$ cat src/rtl/ple_pkg.sv
// Package for the positional list engine: opcodes, status codes and
// default sizes shared by the controller and the top level.
// No dependencies.
`timescale 1ns / 1ps

package ple_pkg;

  localparam int PLE_CAPACITY    = 16;
  localparam int PLE_ENTRY_WIDTH = 32;

  // Fixed widths of the channel fields.
  localparam int OP_W    = 3;
  localparam int POS_W   = 5;
  localparam int VALUE_W = 32;
  localparam int COUNT_W = 5;

  typedef enum logic [OP_W-1:0] {
    OP_INSERT   = 3'd0,
    OP_DELETE   = 3'd1,
    OP_RETRIEVE = 3'd2,
    OP_REPLACE  = 3'd3,
    OP_TRAVERSE = 3'd4,
    OP_CLEAR    = 3'd5
  } op_t;

  typedef enum logic [1:0] {
    ST_OK    = 2'd0,
    ST_FULL  = 2'd1,
    ST_RANGE = 2'd2
  } status_t;

endpackage

$ cat src/rtl/ple_store.sv
// Entry store of the positional list engine: one write port and one
// registered read port. Depends on ple_pkg for default sizes.
`timescale 1ns / 1ps

module ple_store import ple_pkg::*; #(
  parameter int DEPTH = PLE_CAPACITY,
  parameter int WIDTH = PLE_ENTRY_WIDTH,
  localparam int AW   = (DEPTH > 1) ? $clog2(DEPTH) : 1
) (
  input  logic             clk,
  input  logic             wr_en,
  input  logic [AW-1:0]    wr_addr,
  input  logic [WIDTH-1:0] wr_data,
  input  logic [AW-1:0]    rd_addr,
  output logic [WIDTH-1:0] rd_data
);

  logic [WIDTH-1:0] mem [DEPTH];
  logic [WIDTH-1:0] rd_data_r;

  // Contents have no reset; only entries below the count are ever read.
  always_ff @(posedge clk) begin
    if (wr_en) begin
      mem[wr_addr] <= wr_data;
    end
    rd_data_r <= mem[rd_addr];
  end

  assign rd_data = rd_data_r;

endmodule

$ cat src/rtl/ple_ctrl.sv
// Sequencer of the positional list engine: decodes a request, walks the
// entry store one entry at a time and holds the result register.
// Depends on ple_pkg; drives the ports of ple_store.
`timescale 1ns / 1ps

module ple_ctrl import ple_pkg::*; #(
  parameter int CAPACITY    = PLE_CAPACITY,
  parameter int ENTRY_WIDTH = PLE_ENTRY_WIDTH,
  localparam int AW         = (CAPACITY > 1) ? $clog2(CAPACITY) : 1,
  localparam int IW         = $clog2(CAPACITY + 1)
) (
  input  logic                   clk,
  input  logic                   rst_n,
  input  logic                   in_valid,
  output logic                   in_ready,
  input  logic [OP_W-1:0]        in_op,
  input  logic [POS_W-1:0]       in_pos,
  input  logic [ENTRY_WIDTH-1:0] in_value,
  output logic                   out_valid,
  input  logic                   out_ready,
  output logic [ENTRY_WIDTH-1:0] out_item,
  output logic [1:0]             out_status,
  output logic [IW-1:0]          out_count,
  output logic                   out_is_empty,
  output logic                   out_is_full,
  output logic                   out_last,
  output logic                   mem_wr_en,
  output logic [AW-1:0]          mem_wr_addr,
  output logic [ENTRY_WIDTH-1:0] mem_wr_data,
  output logic [AW-1:0]          mem_rd_addr,
  input  logic [ENTRY_WIDTH-1:0] mem_rd_data
);

  localparam int CMPW = (IW > POS_W) ? IW : POS_W;

  typedef enum logic [3:0] {
    S_IDLE,
    S_INS_RD,
    S_INS_WR,
    S_PUT,
    S_HEAD,
    S_TAKE,
    S_DEL_RD,
    S_DEL_WR,
    S_RESULT
  } state_t;

  state_t                 state_r;
  op_t                    op_r;
  logic [IW-1:0]          idx_r;
  logic [IW-1:0]          pos_r;
  logic [IW-1:0]          count_r;
  logic [ENTRY_WIDTH-1:0] val_r;
  logic [ENTRY_WIDTH-1:0] item_r;
  status_t                status_r;
  logic                   last_r;

  logic                   out_valid_r;
  logic [ENTRY_WIDTH-1:0] out_item_r;
  status_t                out_status_r;
  logic [IW-1:0]          out_count_r;
  logic                   out_is_empty_r;
  logic                   out_is_full_r;
  logic                   out_last_r;

  logic [IW-1:0]   idx_dec;
  logic [IW-1:0]   idx_inc;
  logic [IW-1:0]   wr_idx;
  logic [IW-1:0]   rd_idx;
  logic [CMPW-1:0] pos_c;
  logic [CMPW-1:0] cnt_c;
  logic            count_full;
  logic            count_zero;
  logic            res_load;

  assign idx_dec    = idx_r - 1'b1;
  assign idx_inc    = idx_r + 1'b1;
  assign pos_c      = CMPW'(in_pos);
  assign cnt_c      = CMPW'(count_r);
  assign count_full = (count_r == IW'(CAPACITY));
  assign count_zero = (count_r == '0);
  assign res_load   = !out_valid_r || out_ready;

  // Insert moves entry idx-1 up to idx; delete moves entry idx down to idx-1.
  assign rd_idx      = (state_r == S_INS_RD) ? idx_dec : idx_r;
  assign wr_idx      = (state_r == S_DEL_WR) ? idx_dec : idx_r;
  assign mem_rd_addr = rd_idx[AW-1:0];
  assign mem_wr_addr = wr_idx[AW-1:0];
  assign mem_wr_en   = (state_r == S_INS_WR) || (state_r == S_DEL_WR) || (state_r == S_PUT);
  assign mem_wr_data = (state_r == S_PUT) ? val_r : mem_rd_data;

  always_ff @(posedge clk) begin
    if (!rst_n) begin
      state_r     <= S_IDLE;
      count_r     <= '0;
      out_valid_r <= 1'b0;
    end else begin
      if (state_r == S_RESULT && res_load) begin
        out_valid_r <= 1'b1;
      end else if (out_ready) begin
        out_valid_r <= 1'b0;
      end
      unique case (state_r)
        S_IDLE: begin
          if (in_valid) begin
            op_r   <= op_t'(in_op);
            val_r  <= in_value;
            pos_r  <= IW'(in_pos);
            item_r <= '0;
            last_r <= 1'b1;
            unique case (in_op)
              OP_INSERT: begin
                if (count_full) begin
                  status_r <= ST_FULL;
                  state_r  <= S_RESULT;
                end else if (pos_c > cnt_c) begin
                  status_r <= ST_RANGE;
                  state_r  <= S_RESULT;
                end else begin
                  status_r <= ST_OK;
                  idx_r    <= count_r;
                  state_r  <= (cnt_c > pos_c) ? S_INS_RD : S_PUT;
                end
              end
              OP_DELETE, OP_RETRIEVE, OP_REPLACE: begin
                if (pos_c >= cnt_c) begin
                  status_r <= ST_RANGE;
                  state_r  <= S_RESULT;
                end else begin
                  status_r <= ST_OK;
                  idx_r    <= IW'(in_pos);
                  state_r  <= (in_op == OP_REPLACE) ? S_PUT : S_HEAD;
                end
              end
              OP_TRAVERSE: begin
                status_r <= ST_OK;
                if (!count_zero) begin
                  idx_r   <= '0;
                  state_r <= S_HEAD;
                end else begin
                  state_r <= S_RESULT;
                end
              end
              OP_CLEAR: begin
                status_r <= ST_OK;
                count_r  <= '0;
                state_r  <= S_RESULT;
              end
              default: begin
                status_r <= ST_OK;
                state_r  <= S_RESULT;
              end
            endcase
          end
        end
        S_INS_RD: begin
          state_r <= S_INS_WR;
        end
        S_INS_WR: begin
          // The walk stops with idx at the insert position.
          idx_r   <= idx_dec;
          state_r <= (idx_dec > pos_r) ? S_INS_RD : S_PUT;
        end
        S_PUT: begin
          if (op_r == OP_INSERT) begin
            count_r <= count_r + 1'b1;
          end
          state_r <= S_RESULT;
        end
        S_HEAD: begin
          state_r <= S_TAKE;
        end
        S_TAKE: begin
          item_r <= mem_rd_data;
          if (op_r == OP_DELETE) begin
            idx_r <= idx_inc;
            if (idx_inc < count_r) begin
              state_r <= S_DEL_RD;
            end else begin
              count_r <= count_r - 1'b1;
              state_r <= S_RESULT;
            end
          end else begin
            last_r  <= (op_r != OP_TRAVERSE) || (idx_inc == count_r);
            state_r <= S_RESULT;
          end
        end
        S_DEL_RD: begin
          state_r <= S_DEL_WR;
        end
        S_DEL_WR: begin
          idx_r <= idx_inc;
          if (idx_inc < count_r) begin
            state_r <= S_DEL_RD;
          end else begin
            count_r <= count_r - 1'b1;
            state_r <= S_RESULT;
          end
        end
        S_RESULT: begin
          if (res_load) begin
            out_item_r     <= item_r;
            out_status_r   <= status_r;
            out_count_r    <= count_r;
            out_is_empty_r <= count_zero;
            out_is_full_r  <= count_full;
            out_last_r     <= last_r;
            if (op_r == OP_TRAVERSE && !last_r) begin
              idx_r   <= idx_inc;
              state_r <= S_HEAD;
            end else begin
              state_r <= S_IDLE;
            end
          end
        end
        default: begin
          state_r <= S_IDLE;
        end
      endcase
    end
  end

  assign in_ready     = (state_r == S_IDLE);
  assign out_valid    = out_valid_r;
  assign out_item     = out_item_r;
  assign out_status   = out_status_r;
  assign out_count    = out_count_r;
  assign out_is_empty = out_is_empty_r;
  assign out_is_full  = out_is_full_r;
  assign out_last     = out_last_r;

endmodule

$ cat src/rtl/positional_list_engine.sv
// Retrieve reads the entry at pos (head, take); delete does too, then moves
// each later entry down (read, write); insert moves each entry from pos up
// (read, write), then puts; replace puts. Traverse repeats head, take and
// result per entry. Each read of the entry store is registered. A new request
// is taken the cycle after its last result is registered. Reset clears the
// count and result valid flag, not the store, which needs no clearing pass.
`timescale 1ns / 1ps

module positional_list_engine import ple_pkg::*; #(
  parameter int CAPACITY    = PLE_CAPACITY,
  parameter int ENTRY_WIDTH = PLE_ENTRY_WIDTH
) (
  input  logic               clk,
  input  logic               rst_n,
  input  logic               in_valid,
  output logic               in_ready,
  input  logic [OP_W-1:0]    in_op,
  input  logic [POS_W-1:0]   in_pos,
  input  logic [VALUE_W-1:0] in_value,
  output logic               out_valid,
  input  logic               out_ready,
  output logic [VALUE_W-1:0] out_item_value,
  output logic [1:0]         out_status,
  output logic [COUNT_W-1:0] out_count,
  output logic               out_is_empty,
  output logic               out_is_full,
  output logic               out_last
);

  localparam int AW = (CAPACITY > 1) ? $clog2(CAPACITY) : 1;
  localparam int IW = $clog2(CAPACITY + 1);

  logic [ENTRY_WIDTH-1:0] value_w;
  logic [ENTRY_WIDTH-1:0] item_w;
  logic [IW-1:0]          count_w;
  logic                   mem_wr_en;
  logic [AW-1:0]          mem_wr_addr;
  logic [ENTRY_WIDTH-1:0] mem_wr_data;
  logic [AW-1:0]          mem_rd_addr;
  logic [ENTRY_WIDTH-1:0] mem_rd_data;

  // Entries keep only their low ENTRY_WIDTH bits.
  assign value_w        = ENTRY_WIDTH'(in_value);
  assign out_item_value = VALUE_W'(item_w);
  assign out_count      = COUNT_W'(count_w);

  ple_ctrl #(
    .CAPACITY    (CAPACITY),
    .ENTRY_WIDTH (ENTRY_WIDTH)
  ) u_ctrl (
    .clk          (clk),
    .rst_n        (rst_n),
    .in_valid     (in_valid),
    .in_ready     (in_ready),
    .in_op        (in_op),
    .in_pos       (in_pos),
    .in_value     (value_w),
    .out_valid    (out_valid),
    .out_ready    (out_ready),
    .out_item     (item_w),
    .out_status   (out_status),
    .out_count    (count_w),
    .out_is_empty (out_is_empty),
    .out_is_full  (out_is_full),
    .out_last     (out_last),
    .mem_wr_en    (mem_wr_en),
    .mem_wr_addr  (mem_wr_addr),
    .mem_wr_data  (mem_wr_data),
    .mem_rd_addr  (mem_rd_addr),
    .mem_rd_data  (mem_rd_data)
  );

  ple_store #(
    .DEPTH (CAPACITY),
    .WIDTH (ENTRY_WIDTH)
  ) u_store (
    .clk     (clk),
    .wr_en   (mem_wr_en),
    .wr_addr (mem_wr_addr),
    .wr_data (mem_wr_data),
    .rd_addr (mem_rd_addr),
    .rd_data (mem_rd_data)
  );

`ifndef ASSERT_OFF
  // One request at a time: a transfer on the input always takes the engine out of idle.
  a_one_at_a_time: assert property (@(posedge clk) disable iff (!rst_n)
    (in_valid && in_ready) |=> !in_ready)
    else $error("input taken again right after a transfer");

  // A flagged request is a single result and reads nothing.
  a_error_single: assert property (@(posedge clk) disable iff (!rst_n)
    (out_valid && out_status != ST_OK) |-> (out_last && out_item_value == '0))
    else $error("error result is not a single empty result");

  // Insert is only refused for fullness when the list is in fact full.
  a_full_consistent: assert property (@(posedge clk) disable iff (!rst_n)
    (out_valid && out_status == ST_FULL) |-> (out_is_full && !out_is_empty))
    else $error("full status without a full list");
`endif

endmodule
$ cat config.mk
export PLATFORM = sky130hd
export DESIGN_NAME = positional_list_engine
export DESIGN_NICKNAME = d
export VERILOG_FILES = /design/src/rtl/ple_pkg.sv /design/src/rtl/ple_store.sv /design/src/rtl/ple_ctrl.sv /design/src/rtl/positional_list_engine.sv
export SDC_FILE = /design/constraint.sdc
export NUM_CORES = 1
export LEC_CHECK = 0
export BUFFER_PORTS_ARGS = -buffer_cell sky130_fd_sc_hd__buf_2
export CAP_MARGIN = 15
export CORE_AREA = 2 2 227 229
export CTS_CLUSTER_DIAMETER = 40
export DETAILED_ROUTE_END_ITERATION = 10
export DIE_AREA = 0 0 229 231
export PLACE_DENSITY_LB_ADDON = 0.2
export SYNTH_ARGS = -nofsm -noshare
export SYNTH_HDL_FRONTEND = slang
export SYNTH_HIERARCHICAL = 1
export SYNTH_SLANG_ARGS = --single-unit
$ cat constraint.sdc
create_clock -name clk -period 5.7 [get_ports clk]
set_input_delay 0.285 -clock clk [delete_from_list [all_inputs] [get_ports clk]]
set_output_delay 0.285 -clock clk [all_outputs]
set_load 0.01 [all_outputs]
==> impl_results.rst <==
.. list-table::
   :header-rows: 1

   * - Metric
     - Value
   * - Outcome
     - finished clean
   * - Net count after synthesis
     - 1333
   * - Part of the total power dissipated in combinational logic
     - 0.051
   * - Time the final worst path needs with I/O delays and setup
     - 4.25 ns
   * - Count of antenna diodes in the layout
     - 0
   * - DR WL/cell
     - 24.1 microns
   * - Post-synth top area share
     - 0.736
   * - Total count of hold-check failures in the final report
     - 0
   * - CORE AREA
     - 50700 sq um
   * - Synth top area cells
     - edfxtp_1 74%, mux4_2 11%, dfxtp_1 3.3%, a22oi_1 2.0%, mux2_2 1.4%
   * - Number of remaining DRC errors
     - 0
   * - Commonest cells after routing, fill and taps aside
     - 634 x edfxtp_1, 128 x mux4_2, 91 x clkbuf_16
   * - Number of hold-repair buffers added at the cts stage
     - 39
   * - Final-layout setup total negative slack
     - 0 ns
   * - Setup slack of the most critical reg-to-reg path
     - 1.45 ns
   * - Aggregate routed wire length
     - 53300 microns
   * - Cell at the slowest stage of the critical path
     - o21ai_0
   * - Post-synth cell types
     - 68
   * - Internal power
     - 0.00920 W
   * - Num CTS Buffers
     - 90
   * - Critical path class
     - flip-flop to flip-flop
   * - Number of synthesized flops with an enable pin
     - 634
   * - Cell count of the worst hold path
     - 1
   * - Horizontal die dimension
     - 229 microns
   * - Count of pins on the block boundary
     - 88
   * - Detailed-router iteration count before antenna repair
     - 5
   * - Worst hold slack across all endpoints
     - 0.0513 ns
   * - Data required, critical path
     - 5.97 ns
   * - Worst Setup Slack post-DPL
     - 1.53 ns
   * - Vias per Instance
     - 5.75
   * - Highest Clock Rate
     - 235 MHz
   * - Reg-to-Reg Start
     - u_ctrl/state_r[0]
   * - Total number of placement rows
     - 83
   * - Top delay family on crit path
     - simple AND/OR/NAND/NOR gates
   * - Global-route wire length before repair
     - 81100 microns
   * - Sequential group share of total power
     - 0.477
   * - Global routing usage on met1
     - 0.286
   * - Net total in the final layout
     - 1520
   * - Leftover overflow at the end of global routing
     - 0
   * - Buffers & Inverters on Critical Path
     - 1
   * - Hold-critical path endpoint
     - u_ctrl/op_r[2]
   * - Depth of the CTS H-tree
     - 3
   * - Crit path from
     - u_ctrl/state_r[0]
   * - P per Cell Area
     - 383 nW/um^2
   * - Crit share post-route
     - 0.745
   * - Post-synthesis cell type with the largest combined area
     - edfxtp_1
   * - Fill cell instance count of the final layout
     - 3597
   * - Pins Over Slew Limit
     - 0
   * - Number of global-route vias before repair
     - 13200
   * - Cell mode on critical path
     - nand2b_1
   * - Leak pwr
     - 10.2 nW
   * - Cell area after technology mapping
     - 25900 sq um
   * - Post-detailed-route count of antenna-violating nets
     - 0
   * - Detailed Route Iter0 Violations
     - 1163
   * - Tightest Hold Check Type
     - input port to flip-flop
   * - DPL Wire Length
     - 29800 microns
   * - Final worst slack
     - 1.45 ns
   * - Sink count of the clock tree
     - 676
   * - Number of antenna violations at the first check in global routing
     - 0
   * - CTS tree
     - done
   * - Most frequently used flop master after synthesis
     - edfxtp_1
   * - Worst slew pin tran
     - 1.14 ns
   * - Crit. End Element
     - flip-flop
   * - Worst reg-to-reg path cell count
     - 7
   * - Initial standard-cell utilization of the core
     - 0.510
   * - Setup repair after global routing missed its margin
     - no
   * - Clock latency of the later-clocked register in the worst-skew pair
     - 0.63 ns
   * - Mapped Cells
     - 1268
   * - Final setup skew
     - 0.0205 ns
   * - IO buf count
     - 87
   * - Count of instances resized after the clock tree is built
     - 0
   * - Total Routing Usage GR
     - 0.208
   * - Worst Hold Launch
     - in_op[2]
   * - Deepest clock path buffer count
     - 3
   * - Part of the power in the clock network
     - 0.472
   * - Met2 track utilization from global routing
     - 0.335
   * - Synthesis Warnings
     - 6
   * - Setup fix buffers added after clock tree synthesis
     - 0
   * - Yosys reg bits
     - 676
   * - Die Outline Area
     - 52900 sq um
   * - Floorplan die height
     - 231 microns
   * - Vias
     - 12700
   * - Synth-to-layout area growth
     - 19.5%
   * - Worst r2r dst
     - u_store/mem[6][22]
   * - Largest net degree at the start of global routing
     - 79
   * - Cell chain of the critical path
     - nand2b_1 -> nor2_2 -> nand2_1 -> o21ai_0 -> nand2b_1 -> nor2_4 -> buf_4
   * - Gr busiest metal
     - met2
   * - Maximum capacitance violations
     - 0
   * - Synth async-reset ratio
     - 0
   * - Post-synthesis sequential area ratio
     - 0.769
   * - Critical path peak fanout
     - 18
   * - Crit path DAT
     - 4.52 ns
   * - Per-instance average area after synthesis
     - 20.4 sq um
   * - Sw power
     - 0.00263 W
   * - Met3 Track Usage GR
     - 0.0382
   * - Setup-failing EPs final
     - 0
   * - Slowest stage delay, CP
     - 0.80 ns
   * - Layout cell share with drive strength beyond 1
     - 0.311
   * - Peak supply drop
     - 0.000224 V
   * - Relative slew slack
     - 0.240
   * - Most common cell after layout, fill and taps aside
     - edfxtp_1
   * - Total power after layout
     - 0.0118 W
   * - Routability-driven placement congestion ratio
     - 0.861
   * - Switching fraction of total power
     - 0.222
   * - Clock transition at the registers of the reported paths
     - 0.06 ns
   * - CTS Root Buffer Type
     - clkbuf_16
   * - Crit path launch type
     - flip-flop
==> kinds of logic (layout without fill, tap and decap cells) <==
group / Yosys count / after routing / share of synthesized area
flip-flops: 676 / 676 / 0.769
AND/OR/NAND/NOR: 180 / 180 / 0.0369
multiplexers: 167 / 167 / 0.128
AO/OA/AOI/OAI: 124 / 124 / 0.0357
buffers and inverters: 84 / 347 / 0.0147
adder cells (fa/ha/maj): 21 / 21 / 0.0105
XOR/XNOR: 16 / 16 / 0.00542
==> cell usage after synthesis (11+ instances only) <==
master    instances
and2_1           33
clkbuf_1         29
a22oi_1          70
ha_1             20
inv_1            20
mux4_2          128
nor2_1           27
mux2_2           32
edfxtp_1        634
buf_2            13
xnor2_1          13
a21oi_1          12
nor3_1           11
nand2_1          53
dfxtp_1          42
==> metal layers <==
metal	vias up	share of wire
met4	0	0.026
met2	377	0.49
li1	5608	-
met3	81	0.055
met1	6650	0.43
met5	-	0
==> sequential cells by signal, indices dropped and copies added, names as in the netlist, 5 cells and up <==
| name | cells |
|---|---|
| u_store/rd_data | 32 |
| u_ctrl/idx_r | 5 |
| u_ctrl/cnt_c | 5 |
| u_ctrl/out_count | 5 |
| u_store/mem | 512 |
| u_ctrl/pos_r | 5 |
| u_ctrl/val_r | 32 |
| u_ctrl/item_r | 32 |
| u_ctrl/out_item | 32 |
==> power by group through the flow <==
stage / logic (W) / clock network (W) / registers, W
2_1_floorplan: 0.000400 / 0 / 0.00573
5_1_grt: 0.000664 / 0.00591 / 0.00565
3_5_place_dp: 0.000588 / 0 / 0.00575
3_3_place_gp: 0.000574 / 0 / 0.00575
6_report: 0.000603 / 0.00558 / 0.00564
4_1_cts: 0.000611 / 0.00571 / 0.00564
==> per-stage QoR <==
| step | util | std cells | cell area, sq um |
|---|---|---|---|
| after global placement | 0.538 | 1997 | 27300 |
| after CTS | 0.609 | 2209 | 30900 |
| after floorplan | - | 1268 | 25900 |
| after global routing | 0.610 | 2211 | 30900 |
| after detailed placement | 0.540 | 2002 | 27400 |
| final | 0.610 | 2211 | 30900 |
==> area by class of cell <==
class | count | area (sq um) | share of cell area
Sequential cell | 676 | 19900 | 0.644
Multi-Input combinational cell | 508 | 5800 | 0.188
Clock buffer | 105 | 2390 | 0.0774
Timing Repair Buffer | 157 | 1200 | 0.0390
Tap cell | 680 | 851 | 0.0275
Clock inverter | 63 | 687 | 0.0222
Inverter | 22 | 82.6 | 0.00267
==> how the worst max path moves through the flow <==
stage          slack (ns)  cells past startpoint                  end
3_3_place_gp         1.77                      7   u_store/mem[7][12]
6_report             1.45                      7   u_store/mem[6][22]
5_1_grt              1.13                      7   u_store/mem[6][22]
3_5_place_dp         1.53                      7  u_store/mem[11][29]
2_1_floorplan        1.25                      7    u_store/mem[0][0]
4_1_cts              1.50                      7   u_store/mem[11][1]
Note: power is estimated with default switching activity, not from simulation.
